<file path="config.mk">
export PLATFORM = sky130hd
export DESIGN_NAME = min_max_normalizer
export DESIGN_NICKNAME = d
export VERILOG_FILES = /design/src/rtl/mmn_pkg.sv /design/src/rtl/mmn_front.sv /design/src/rtl/mmn_buf.sv /design/src/rtl/mmn_back.sv /design/src/rtl/mmn_outq.sv /design/src/rtl/min_max_normalizer.sv
export SDC_FILE = /design/constraint.sdc
export NUM_CORES = 2
export LEC_CHECK = 0
export BUFFER_PORTS_ARGS = -buffer_cell sky130_fd_sc_hd__buf_2
export CELL_PAD_IN_SITES_DETAIL_PLACEMENT = 2
export CELL_PAD_IN_SITES_GLOBAL_PLACEMENT = 2
export CORE_MARGIN = 5
export CORE_UTILIZATION = 45
export DETAILED_ROUTE_END_ITERATION = 7
export HOLD_SLACK_MARGIN = 0.06
export PLACE_DENSITY = 0.85
export SYNTH_ARGS = -nofsm -noshare
export SYNTH_HDL_FRONTEND = slang
export SYNTH_HIERARCHICAL = 1
export SYNTH_SLANG_ARGS = --single-unit
</file>
<file path="constraint.sdc">
create_clock -name i_clk -period 4.8 [get_ports i_clk]
set_clock_uncertainty 0.1 [all_clocks]
set_input_delay 0 -clock i_clk [delete_from_list [all_inputs] [get_ports i_clk]]
set_output_delay 0 -clock i_clk [all_outputs]
set_load 0.01 [all_outputs]
</file>
<file path="src/rtl/mmn_pkg.sv">
// mmn_pkg: shared types for the min/max normalizer.
// Job descriptor, result item and back-end state encoding.
// No dependencies.
`default_nettype none

package mmn_pkg;

    localparam int SAMPLE_W = 16;
    localparam int NORM_W   = 17;
    localparam int DIV_STEPS = 17;   // one quotient bit per step

    // Block summary handed from front to back
    typedef struct packed {
        logic [SAMPLE_W-1:0] min_val;
        logic [SAMPLE_W-1:0] max_val;
        logic                dropped;
    } t_job;

    // One result item
    typedef struct packed {
        logic [NORM_W-1:0] norm;
        logic              last;
        logic              dropped;
    } t_result;

    typedef enum logic [2:0] {
        BK_IDLE,
        BK_READ,
        BK_LOAD,
        BK_DIV,
        BK_PUSH
    } t_back_state;

endpackage

`default_nettype wire

</file>
<file path="src/rtl/mmn_front.sv">
// mmn_front: accepts samples, stores or drops them, tracks min/max and count.
// Emits a job to mmn_buf on the last sample. Uses mmn_pkg.
`default_nettype none

module mmn_front #(
    parameter int MAX_SAMPLES = 64,
    parameter int CNT_W       = 7,
    parameter int IDX_W       = 6
) (
    input  wire logic                          i_clk,
    input  wire logic                          i_rst_n,
    input  wire logic                          i_accept,
    input  wire logic [mmn_pkg::SAMPLE_W-1:0]  i_sample,
    input  wire logic                          i_last_sample,
    output logic                               o_wr_en,
    output logic [IDX_W-1:0]                   o_wr_idx,
    output logic [mmn_pkg::SAMPLE_W-1:0]       o_wr_data,
    output logic                               o_job_push,
    output mmn_pkg::t_job                      o_job,
    output logic [CNT_W-1:0]                   o_job_cnt
);

    logic [CNT_W-1:0]             r_count, n_count;
    logic [mmn_pkg::SAMPLE_W-1:0] r_min, n_min;
    logic [mmn_pkg::SAMPLE_W-1:0] r_max, n_max;
    logic                         r_ovf, n_ovf;
    logic                         store_ok;

    assign store_ok = (r_count < CNT_W'(MAX_SAMPLES));

    always_comb begin
        n_count = r_count;
        n_min   = r_min;
        n_max   = r_max;
        n_ovf   = r_ovf;
        if (store_ok) begin
            n_count = r_count + CNT_W'(1);
            if (r_count == '0) begin
                n_min = i_sample;
                n_max = i_sample;
            end else begin
                if ($signed(i_sample) < $signed(r_min)) n_min = i_sample;
                if ($signed(i_sample) > $signed(r_max)) n_max = i_sample;
            end
        end else begin
            n_ovf = 1'b1;   // store full: sample discarded
        end
    end

    assign o_wr_en    = i_accept && store_ok;
    assign o_wr_idx   = r_count[IDX_W-1:0];
    assign o_wr_data  = i_sample;
    assign o_job_push = i_accept && i_last_sample;
    assign o_job      = '{min_val: n_min, max_val: n_max, dropped: n_ovf};
    assign o_job_cnt  = n_count;

    always_ff @(posedge i_clk) begin
        if (!i_rst_n) begin
            r_count <= '0;
            r_min   <= '0;
            r_max   <= '0;
            r_ovf   <= 1'b0;
        end else if (i_accept) begin
            if (i_last_sample) begin
                r_count <= '0;
                r_min   <= '0;
                r_max   <= '0;
                r_ovf   <= 1'b0;
            end else begin
                r_count <= n_count;
                r_min   <= n_min;
                r_max   <= n_max;
                r_ovf   <= n_ovf;
            end
        end
    end

endmodule

`default_nettype wire

</file>
<file path="src/rtl/mmn_buf.sv">
// mmn_buf: two-bank sample memory plus a two-entry job queue between the
// front and back parts. Each queued job owns one bank. Uses mmn_pkg.
`default_nettype none

module mmn_buf #(
    parameter int CNT_W = 7,
    parameter int IDX_W = 6
) (
    input  wire logic                          i_clk,
    input  wire logic                          i_rst_n,
    // front side
    input  wire logic                          i_wr_en,
    input  wire logic [IDX_W-1:0]              i_wr_idx,
    input  wire logic [mmn_pkg::SAMPLE_W-1:0]  i_wr_data,
    input  wire logic                          i_job_push,
    input  wire mmn_pkg::t_job                 i_job,
    input  wire logic [CNT_W-1:0]              i_job_cnt,
    output logic                               o_job_full,
    output logic                               o_wr_bank,
    // back side
    input  wire logic                          i_rd_en,
    input  wire logic [IDX_W-1:0]              i_rd_idx,
    output logic [mmn_pkg::SAMPLE_W-1:0]       o_rd_data,
    input  wire logic                          i_job_pop,
    output logic                               o_job_valid,
    output mmn_pkg::t_job                      o_job,
    output logic [CNT_W-1:0]                   o_job_cnt,
    output logic                               o_rd_bank
);

    localparam int DEPTH = 2 * (2 ** IDX_W);

    logic [mmn_pkg::SAMPLE_W-1:0] mem [DEPTH];
    logic [mmn_pkg::SAMPLE_W-1:0] r_rd_data;

    mmn_pkg::t_job    r_jobs [2];
    logic [CNT_W-1:0] r_cnts [2];
    logic             r_wr_ptr, r_rd_ptr;
    logic [1:0]       r_used;

    always_ff @(posedge i_clk) begin
        if (i_wr_en) mem[{r_wr_ptr, i_wr_idx}] <= i_wr_data;
        if (i_rd_en) r_rd_data <= mem[{r_rd_ptr, i_rd_idx}];
    end

    always_ff @(posedge i_clk) begin
        if (i_job_push) begin
            r_jobs[r_wr_ptr] <= i_job;
            r_cnts[r_wr_ptr] <= i_job_cnt;
        end
    end

    always_ff @(posedge i_clk) begin
        if (!i_rst_n) begin
            r_wr_ptr <= 1'b0;
            r_rd_ptr <= 1'b0;
            r_used   <= 2'd0;
        end else begin
            if (i_job_push) r_wr_ptr <= ~r_wr_ptr;
            if (i_job_pop)  r_rd_ptr <= ~r_rd_ptr;
            if (i_job_push && !i_job_pop)      r_used <= r_used + 2'd1;
            else if (!i_job_push && i_job_pop) r_used <= r_used - 2'd1;
        end
    end

    assign o_job_full  = (r_used == 2'd2);
    assign o_job_valid = (r_used != 2'd0);
    assign o_job       = r_jobs[r_rd_ptr];
    assign o_job_cnt   = r_cnts[r_rd_ptr];
    assign o_rd_data   = r_rd_data;
    assign o_wr_bank   = r_wr_ptr;
    assign o_rd_bank   = r_rd_ptr;

endmodule

`default_nettype wire

</file>
<file path="src/rtl/mmn_back.sv">
// mmn_back: walks the head job's samples and divides each one with a
// one-bit-per-cycle restoring divider. Uses mmn_pkg.
`default_nettype none

module mmn_back #(
    parameter int CNT_W = 7,
    parameter int IDX_W = 6
) (
    input  wire logic                          i_clk,
    input  wire logic                          i_rst_n,
    input  wire logic                          i_job_valid,
    input  wire mmn_pkg::t_job                 i_job,
    input  wire logic [CNT_W-1:0]              i_job_cnt,
    output logic                               o_job_pop,
    output logic                               o_rd_en,
    output logic [IDX_W-1:0]                   o_rd_idx,
    input  wire logic [mmn_pkg::SAMPLE_W-1:0]  i_rd_data,
    input  wire logic                          i_res_full,
    output logic                               o_res_push,
    output mmn_pkg::t_result                   o_res
);

    localparam int STEP_W = $clog2(mmn_pkg::DIV_STEPS);

    mmn_pkg::t_back_state       r_state, n_state;
    logic [IDX_W-1:0]           r_idx;
    logic [mmn_pkg::NORM_W-1:0] r_rem, r_quo;
    logic [STEP_W-1:0]          r_step;

    logic [mmn_pkg::SAMPLE_W-1:0] den, num;
    logic [mmn_pkg::NORM_W-1:0]   diff;
    logic                         ge, is_last;

    assign den = i_job.max_val - i_job.min_val;
    assign num = i_rd_data - i_job.min_val;
    assign ge  = (den != '0) && (r_rem >= {1'b0, den});
    assign diff = ge ? (r_rem - {1'b0, den}) : r_rem;
    assign is_last = (CNT_W'(r_idx) == CNT_W'(i_job_cnt - CNT_W'(1)));

    assign o_rd_idx = r_idx;
    assign o_res    = '{norm: r_quo, last: is_last, dropped: i_job.dropped};

    always_comb begin
        n_state    = r_state;
        o_rd_en    = 1'b0;
        o_res_push = 1'b0;
        o_job_pop  = 1'b0;
        case (r_state)
            mmn_pkg::BK_IDLE: begin
                if (i_job_valid) n_state = mmn_pkg::BK_READ;
            end
            mmn_pkg::BK_READ: begin
                o_rd_en = 1'b1;
                n_state = mmn_pkg::BK_LOAD;
            end
            mmn_pkg::BK_LOAD: begin
                n_state = mmn_pkg::BK_DIV;
            end
            mmn_pkg::BK_DIV: begin
                if (r_step == STEP_W'(mmn_pkg::DIV_STEPS - 1)) n_state = mmn_pkg::BK_PUSH;
            end
            mmn_pkg::BK_PUSH: begin
                if (!i_res_full) begin
                    o_res_push = 1'b1;
                    if (is_last) begin
                        o_job_pop = 1'b1;
                        n_state   = mmn_pkg::BK_IDLE;
                    end else begin
                        n_state = mmn_pkg::BK_READ;
                    end
                end
            end
            default: n_state = mmn_pkg::BK_IDLE;
        endcase
    end

    always_ff @(posedge i_clk) begin
        if (!i_rst_n) r_state <= mmn_pkg::BK_IDLE;
        else          r_state <= n_state;
    end

    always_ff @(posedge i_clk) begin
        if (!i_rst_n) begin
            r_idx <= '0;
        end else if (r_state == mmn_pkg::BK_IDLE) begin
            r_idx <= '0;
        end else if (o_res_push && !is_last) begin
            r_idx <= r_idx + IDX_W'(1);
        end
    end

    // divider datapath
    always_ff @(posedge i_clk) begin
        case (r_state)
            mmn_pkg::BK_LOAD: begin
                r_rem  <= {1'b0, num};
                r_quo  <= '0;
                r_step <= '0;
            end
            mmn_pkg::BK_DIV: begin
                r_rem  <= {diff[mmn_pkg::NORM_W-2:0], 1'b0};
                r_quo  <= {r_quo[mmn_pkg::NORM_W-2:0], ge};
                r_step <= r_step + STEP_W'(1);
            end
            default: ;
        endcase
    end

endmodule

`default_nettype wire

</file>
<file path="src/rtl/mmn_outq.sv">
// mmn_outq: two-entry result queue in front of the output ports.
// Uses mmn_pkg::t_result.
`default_nettype none

module mmn_outq (
    input  wire logic              i_clk,
    input  wire logic              i_rst_n,
    input  wire logic              i_push,
    input  wire mmn_pkg::t_result  i_data,
    output logic                   o_full,
    input  wire logic              i_pop,
    output logic                   o_empty,
    output mmn_pkg::t_result       o_data
);

    mmn_pkg::t_result r_data [2];
    logic             r_wr_ptr, r_rd_ptr;
    logic [1:0]       r_used;
    logic             do_push, do_pop;

    assign o_full  = (r_used == 2'd2);
    assign o_empty = (r_used == 2'd0);
    assign do_push = i_push && !o_full;
    assign do_pop  = i_pop && !o_empty;
    assign o_data  = r_data[r_rd_ptr];

    always_ff @(posedge i_clk) begin
        if (do_push) r_data[r_wr_ptr] <= i_data;
    end

    always_ff @(posedge i_clk) begin
        if (!i_rst_n) begin
            r_wr_ptr <= 1'b0;
            r_rd_ptr <= 1'b0;
            r_used   <= 2'd0;
        end else begin
            if (do_push) r_wr_ptr <= ~r_wr_ptr;
            if (do_pop)  r_rd_ptr <= ~r_rd_ptr;
            if (do_push && !do_pop)      r_used <= r_used + 2'd1;
            else if (!do_push && do_pop) r_used <= r_used - 2'd1;
        end
    end

endmodule

`default_nettype wire

</file>
<file path="src/rtl/min_max_normalizer.sv">
// min_max_normalizer: top level, min-max normalization of sample blocks.
// Instantiates mmn_front, mmn_buf, mmn_back, mmn_outq; types from mmn_pkg.
//
//  channel  | handshake          | payload
//  ---------+--------------------+-------------------------------------------
//  input    | push / full        | i_sample[15:0] signed, i_last_sample
//  result   | pop / empty        | o_norm_value[16:0], o_last_result, o_dropped
//
// Samples enter one per cycle while full is low. Each result passes through the
// back part in order: memory read, operand load, 17 steps of the bit-serial divider, push.
// Two sample banks: a new block loads while the previous one is emitted;
// full stays high only while two finished blocks own both banks.
// Reset is synchronous, active low; the sample memory needs no clearing pass.
// A stalled result side fills the two-entry result queue, then holds the back
// part at its push; the front keeps loading until both banks are taken.
`default_nettype none

module min_max_normalizer #(
    parameter int MAX_SAMPLES = 64
) (
    input  wire logic          i_clk,
    input  wire logic          i_rst_n,
    input  wire logic          push,
    output logic               full,
    input  wire logic [15:0]   i_sample,
    input  wire logic          i_last_sample,
    input  wire logic          pop,
    output logic               empty,
    output logic [16:0]        o_norm_value,
    output logic               o_last_result,
    output logic               o_dropped
);

    // count must hold MAX_SAMPLES itself; index needs at least one bit
    localparam int CNT_W = $clog2(MAX_SAMPLES + 1);
    localparam int IDX_W = (MAX_SAMPLES > 1) ? $clog2(MAX_SAMPLES) : 1;

    logic                         accept;
    logic                         wr_en, rd_en;
    logic [IDX_W-1:0]             wr_idx, rd_idx;
    logic [mmn_pkg::SAMPLE_W-1:0] wr_data, rd_data;
    logic                         job_push, job_pop, job_full, job_valid;
    mmn_pkg::t_job                front_job, head_job;
    logic [CNT_W-1:0]             front_cnt, head_cnt;
    logic                         wr_bank, rd_bank;
    logic                         res_push, res_full;
    mmn_pkg::t_result             res_in, res_out;

    // item taken when the job queue still has a free bank
    assign full   = job_full;
    assign accept = push && !job_full;

    mmn_front #(
        .MAX_SAMPLES (MAX_SAMPLES),
        .CNT_W       (CNT_W),
        .IDX_W       (IDX_W)
    ) u_front (
        .i_clk         (i_clk),
        .i_rst_n       (i_rst_n),
        .i_accept      (accept),
        .i_sample      (i_sample),
        .i_last_sample (i_last_sample),
        .o_wr_en       (wr_en),
        .o_wr_idx      (wr_idx),
        .o_wr_data     (wr_data),
        .o_job_push    (job_push),
        .o_job         (front_job),
        .o_job_cnt     (front_cnt)
    );

    mmn_buf #(
        .CNT_W (CNT_W),
        .IDX_W (IDX_W)
    ) u_buf (
        .i_clk       (i_clk),
        .i_rst_n     (i_rst_n),
        .i_wr_en     (wr_en),
        .i_wr_idx    (wr_idx),
        .i_wr_data   (wr_data),
        .i_job_push  (job_push),
        .i_job       (front_job),
        .i_job_cnt   (front_cnt),
        .o_job_full  (job_full),
        .o_wr_bank   (wr_bank),
        .i_rd_en     (rd_en),
        .i_rd_idx    (rd_idx),
        .o_rd_data   (rd_data),
        .i_job_pop   (job_pop),
        .o_job_valid (job_valid),
        .o_job       (head_job),
        .o_job_cnt   (head_cnt),
        .o_rd_bank   (rd_bank)
    );

    mmn_back #(
        .CNT_W (CNT_W),
        .IDX_W (IDX_W)
    ) u_back (
        .i_clk       (i_clk),
        .i_rst_n     (i_rst_n),
        .i_job_valid (job_valid),
        .i_job       (head_job),
        .i_job_cnt   (head_cnt),
        .o_job_pop   (job_pop),
        .o_rd_en     (rd_en),
        .o_rd_idx    (rd_idx),
        .i_rd_data   (rd_data),
        .i_res_full  (res_full),
        .o_res_push  (res_push),
        .o_res       (res_in)
    );

    mmn_outq u_outq (
        .i_clk   (i_clk),
        .i_rst_n (i_rst_n),
        .i_push  (res_push),
        .i_data  (res_in),
        .o_full  (res_full),
        .i_pop   (pop),
        .o_empty (empty),
        .o_data  (res_out)
    );

    assign o_norm_value  = res_out.norm;
    assign o_last_result = res_out.last;
    assign o_dropped     = res_out.dropped;

    // front never writes the bank the back part is reading
    a_bank_split: assert property (@(posedge i_clk) disable iff (!i_rst_n)
        (wr_en && rd_en && job_valid) |-> (wr_bank != rd_bank))
        else $error("front write hits bank under readout");

    // a job retires only together with its last result
    a_pop_last: assert property (@(posedge i_clk) disable iff (!i_rst_n)
        job_pop |-> (res_push && res_in.last))
        else $error("job retired without last result");

    // quotient never exceeds 1.0
    a_norm_range: assert property (@(posedge i_clk) disable iff (!i_rst_n)
        res_push |-> (res_in.norm <= 17'h10000))
        else $error("normalized value above 1.0");

    // the back part only walks a job that is queued
    a_read_job: assert property (@(posedge i_clk) disable iff (!i_rst_n)
        rd_en |-> job_valid)
        else $error("sample read with no job queued");

endmodule

`default_nettype wire
</file>
# After elaboration in Yosys (flattened, before gate mapping)
# Memory sizes are Yosys's and may differ from the RTL's. A register that Yosys moved wholly into a read port is not among the register bits.
# Cells that the tools add are included.
word_totals:
  out_inout_bits: 21
  mem_bits_rw: 2166
  memories: 4
  wordCells: 122
  inputBits: 21
  ff_bits: 96
memory_table:
  columns: ["name", "words", "width", "rd", "rd_clocked_by_memory_dff", "write_ports", "line", "text"]
  rows:
  - ["u_buf.mem", 128, 16, 1, 1, 1, "mmn_buf.sv:33", "logic [mmn_pkg::SAMPLE_W-1:0] mem [DEPTH];"]
  - ["u_buf.r_jobs", 2, 33, 1, 1, 1, "mmn_buf.sv:36", "mmn_pkg::t_job r_jobs [2];"]
  - ["u_outq.r_data", 2, 19, 1, 1, 1, "mmn_outq.sv:16", "mmn_pkg::t_result r_data [2];"]
  - ["u_buf.r_cnts", 2, 7, 1, 1, 1, "mmn_buf.sv:37", "logic [CNT_W-1:0] r_cnts [2];"]
op_classes:
  bitwise: 5
  n_reduce_logical: 29
  muxes: 43
  add_sub_neg: 11
  n_eq_ne: 11
  order_cmp: 4
ops:
  columns: ["op", "count"]
  rows:
  - ["$mux W16", 9]
  - ["$pmux W17 S2", 2]
  - ["$sub A16 B16 Y16", 3]
  - ["$mux W1", 21]
  - ["$ge A17 B16 Y1", 1]
  - ["$gt A16 B16 Y1", 1]
  - ["$lt A16 B16 Y1", 1]
  - ["$reduce_bool A16 Y1", 1]
  - ["$pmux W3 S5", 1]
  - ["$mux W7", 2]
  - ["$logic_and A1 B1 Y1", 11]
  - ["$pmux W5 S2", 1]
  - ["$mux W3", 3]
  - ["$logic_not A1 Y1", 8]
  - ["$mux W2", 4]
  - ["$reduce_bool A2 Y1", 4]
  - ["$add A7 B1 Y7 const B", 1]
  - ["$eq A6 B7 Y1", 1]
  - ["$logic_not A7 Y1", 1]
  - ["$lt A7 B7 Y1 const B", 1]
  - ["$sub A7 B1 Y7 const B", 1]
  - ["$add A6 B1 Y6 const B", 1]
  - ["$eq A3 B2 Y1 const B", 2]
  - ["$add A5 B1 Y5 const B", 1]
  - ["other kinds (13)", 21]

# Longest topological paths before layout
depth:
  word_depth: 8
  depth_mapped: 22
  mapped_depth_nobuf: 19

# Modules after synthesis
# The synthesis kept the hierarchy.
by_module_without_submodules:
  columns: ["module", "cells_each", "area_per_inst_um2", "seq_area_each_um2", "n_inst"]
  rows:
  - ["mmn_buf", 3226, 81738.4, 64481.8, 1]
  - ["mmn_back", 556, 4923.5, 1351.3, 1]
  - ["mmn_front", 402, 3455.8, 800.8, 1]
  - ["mmn_outq", 84, 1601.5, 1241.2, 1]
  - ["min_max_normalizer", 1, 13.8, 0.0, 1]

# Least setup slack after synthesis
# OpenSTA, ideal clock, no wires.
synth_path:
  path_type: "flip-flop to flip-flop"
  from: "register with a tool-made name"
  to: "register u_back/r_rem[12] (netlist bit), data pin"
  required_ns: 4.548
  n_path_buf: 2
  stages_incl_launch_ff: 22
  setup_ns: 0.152
  synth_period_minus_slack_ns: 5.080
  path_slack_ns: -0.280
  arrival_time_ns: 4.828
  cell_sequence: "dfxtp_1 -> buf_1 -> mux2_2 -> inv_1 -> ha_1 -> inv_1 -> fa_1 -> a21o_1 -> a21oi_1 -> a21oi_1 -> o31a_1 -> o2111a_1 -> nor3_2 -> ha_1 -> nand3_1 -> nor4_1 -> o211ai_1 -> and3_1 -> and2_1 -> buf_4 -> or4_1 -> a31oi_1"
synth_lines:
  columns: ["item", "line", "text"]
  rows:
  - ["to (signal assigned)", "mmn_back.sv:96", "r_rem <= {1'b0, num};"]
  - ["to (signal assigned)", "mmn_back.sv:101", "r_rem <= {diff[mmn_pkg::NORM_W-2:0], 1'b0};"]
  - ["to (decl)", "mmn_back.sv:27", "logic [mmn_pkg::NORM_W-1:0] r_rem, r_quo;"]

==> metrics <==
status=finished with violations; failing checks=capacitance limit, slew limit, setup timing; Root Buffer=clkbuf_16; Post-Synthesis Cell Area=91700 um^2; wire per inst=between 50 and 60 um; Hold Crit Class=input pin to flip-flop; Worst-Skew Late Latency=0.91 ns; # IOs=42; post-synth top area share=0.727; simple-gate share of the synthesized area=0.0300; max_cap viols=1; Post-Synth Adder-Cell Area=0.0121; Longest Clk Path Bufs=3; Pre-antenna DRT Iters=6; Iter 0 DRT Violations=8680; sequential share of the synthesized area=0.740; final worst-path cycle share=1.10; syn nets=4377; GPL Wtd Cong=0.819; Die W=462 um; Seq cells post-synth=2280; max_slew headroom=-0.0467; Cells after Synth=4269; element type at the critical path end=flip-flop; buffers added on ports=41; CP Data Arrival Time=approximately 5.9 ns; Num Clock Sinks=2280; # DRC=0; VDD IR-drop max=0.317 mV; post-DP HPWL=224 mm; Leakage=32.7 nW; Post-synth EDFFs=2221; H-tree Lvls=4; final setup TNS=-5.91 ns; Starting Density=0.453; top post-synthesis cells by area=edfxtp_1 73%, mux4_2 16%, mux2_2 1.3%; Worst-path clk slew=0.07 ns; Area Growth Syn to Fin=15.1%; via count=54100; Unique masters post-synth=97; YS warnings=6; row count=165; Final Power=43.9 mW; largest net degree at the start of global routing=99; final hold vios=0; mux cell area share after synthesis=0.179; fill cell count=about 17000; Final Setup Violations=17; share of layout cells above drive strength 1=0.331; Synth Flop Type=edfxtp_1; DIE HEIGHT=around 460 um; Hold WS=0.113 ns; final setup margin=-0.490 ns; number of nets with antenna violations after detailed routing=0; syn_area_per_cell=21.5 um^2; min cycle time layout=5.29 ns; Worst setup SP type=flip-flop; CTS Buf Count=234; vias in the first global route=55900; top cell type by total area after synthesis=edfxtp_1; Avg Vias per Cell=7.13; Compound-Gate Fraction of Synth Area=0.0182; final layout net count=4802; Setup Crit Path Kind=flip-flop to flip-flop; RSZ-0062 raised after global routing=true; initial antenna violation count=46; Pins Over Slew Limit=18; total die area=213000 um^2; Worst EP required=~5.4 ns; Core Util, Final=0.521; GRT Residual Overflow=0; cell area power density=416 nW/um^2; TritonCTS clock tree=built; Crit Path Max Fanout=6; core area=203000 um^2; measured slew at the worst slew-check pin=roughly 1.6 ns; XOR/XNOR Fraction of Synth Area=0.00525; GRT Overall Usage=0.363; Async SR Flop Fraction=0; routed wire length=386 mm; first-pass GRT wire length=approximately 520 mm; largest family of logic cells by synthesized area=multiplexers; fmax=between 0.15 and 0.2 GHz
## stage by stage
step                worst slack [ns]  instance area [um^2]  instances
CTS                           -0.194                105000       7563
finish                        -0.490                106000       7592
global placement              -0.217                 97000       7080
detailed placement            -0.734                 97000       7080
floorplan                    -0.0130                 91800       4269
global route                  -0.613                106000       7570
## layout make-up
class | instances | area, um^2 | share of cell area
Antenna cell | 23 | 57.6 | 0.000545
Clock buffer | 292 | 6190 | 0.0586
Clock inverter | 147 | 1310 | 0.0124
Inverter | 82 | 310 | 0.00294
Multi-Input combinational cell | 1675 | 22900 | 0.217
Sequential cell | 2280 | 67900 | 0.643
Tap cell | 2672 | 3340 | 0.0317
Timing Repair Buffer | 421 | 3520 | 0.0334
## cell usage after synthesis (28+ instances only)
cell      number
a21oi_1       41
and2_1        32
buf_1         28
buf_2         54
buf_4         29
clkbuf_1     111
dfxtp_1       59
edfxtp_1    2221
ha_1          84
inv_1         80
mux2_2       105
mux4_2       672
nand2_1       78
nand3_1       49
nor2_1       180
nor2b_1       33
xnor2_1       30
## where the power goes
group	internal (mW)	leakage [nW]	switching [mW]	total, mW
Combinational	0.906	8.52	1.90	2.80
Sequential	22.0	20.5	0.159	22.2
Clock	10.2	3.67	8.74	18.9
Total	33.1	32.7	10.8	43.9
## state kept, by name, indices dropped and copies added, names as in the netlist, 14 cells and up, named ones only
name             flops
u_buf/mem         2048
u_outq/r_data       38
u_back/r_quo        17
u_back/r_rem        17
u_buf/r_cnts        14
u_front/r_min       16
u_buf/o_rd_data     16
u_buf/r_jobs        66
u_front/r_max       16
## logic make-up (layout without fill, tap and decap cells)
group,after synthesis,in the layout
AO/OA/AOI/OAI,219,219
XOR/XNOR,55,55
adder cells (fa/ha/maj),87,87
buffers and inverters,314,942
flip-flops,2280,2280
multiplexers,785,785
other,0,23
AND/OR/NAND/NOR,529,529
## routing by layer
metal / up-vias / GRT usage / part of all wire
met4: 20 / 0.281 / 0.10
met1: 28700 / 0.413 / 0.32
met3: 1703 / 0.0895 / 0.098
met5: - / 0 / 0.00045
met2: 4941 / 0.593 / 0.48
li1: 18700 / - / -
## what timing repair did
item / in CTS / in global routing
hold buffers: 32 / 0
setup buffers: 12 / 6
setup endpoints to repair: 17 / 19
hold endpoints to repair: 1038 / 0
pin swaps: 27 / 16
cloned: 0 / 0
resized for setup: 75 / 29
## worst max-delay path: stages, from the launching register on
cell       delay, ns
dfxtp_4         0.39
buf_6           0.13
mux2_2          0.38
ha_1            0.34
and3b_4         0.23
o21ai_4         0.19
or3b_4          0.42
o21ai_1         0.26
nand2_2         0.13
ha_4            0.30
nand4_1         0.17
nor2_2          0.24
a2111oi_4       0.12
buf_4           0.17
nor4b_4         0.33
a311oi_2        0.11
and2_4          0.23
buf_8           0.14
nor4_1          0.55
a311o_1         0.20
## path summary, 6_finish.rpt
kind	startpoint	to	slack [ns]	cells past startpoint
max	flip-flop	u_back/r_rem[3]$_DFFE_PP_	-0.49	19
min	i_sample[0]	u_buf/mem[76][0]$_DFFE_PP_	0.11	2
max reg2reg	flip-flop	u_back/r_rem[3]$_DFFE_PP_	-0.49	19
min reg2reg	u_back/r_quo[16]$_SDFFCE_PN0P_	u_outq/r_data[1][18]$_DFFE_PP_	0.37	0
## cell usage in the layout (no fill, tap or decap), drive strengths merged, types with 19 or more instances in the layout
master          n
o21ai          31
xor2           25
xnor2          30
nand3          49
nand2          79
inv            87
dlygate4sd3    32
a21o           19
buf           389
edfxtp       2221
o22ai          19
o211ai         23
diode          23
clkbuf        292
nor2b          34
mux2          108
nor3           21
bufinv         19
clkinv        118
mux4          672
nor2          180
ha             84
nand2b         19
a21oi          41
nand3b         20
dfxtp          59
and2           32
No activity file was read; power rests on OpenSTA's default activity.
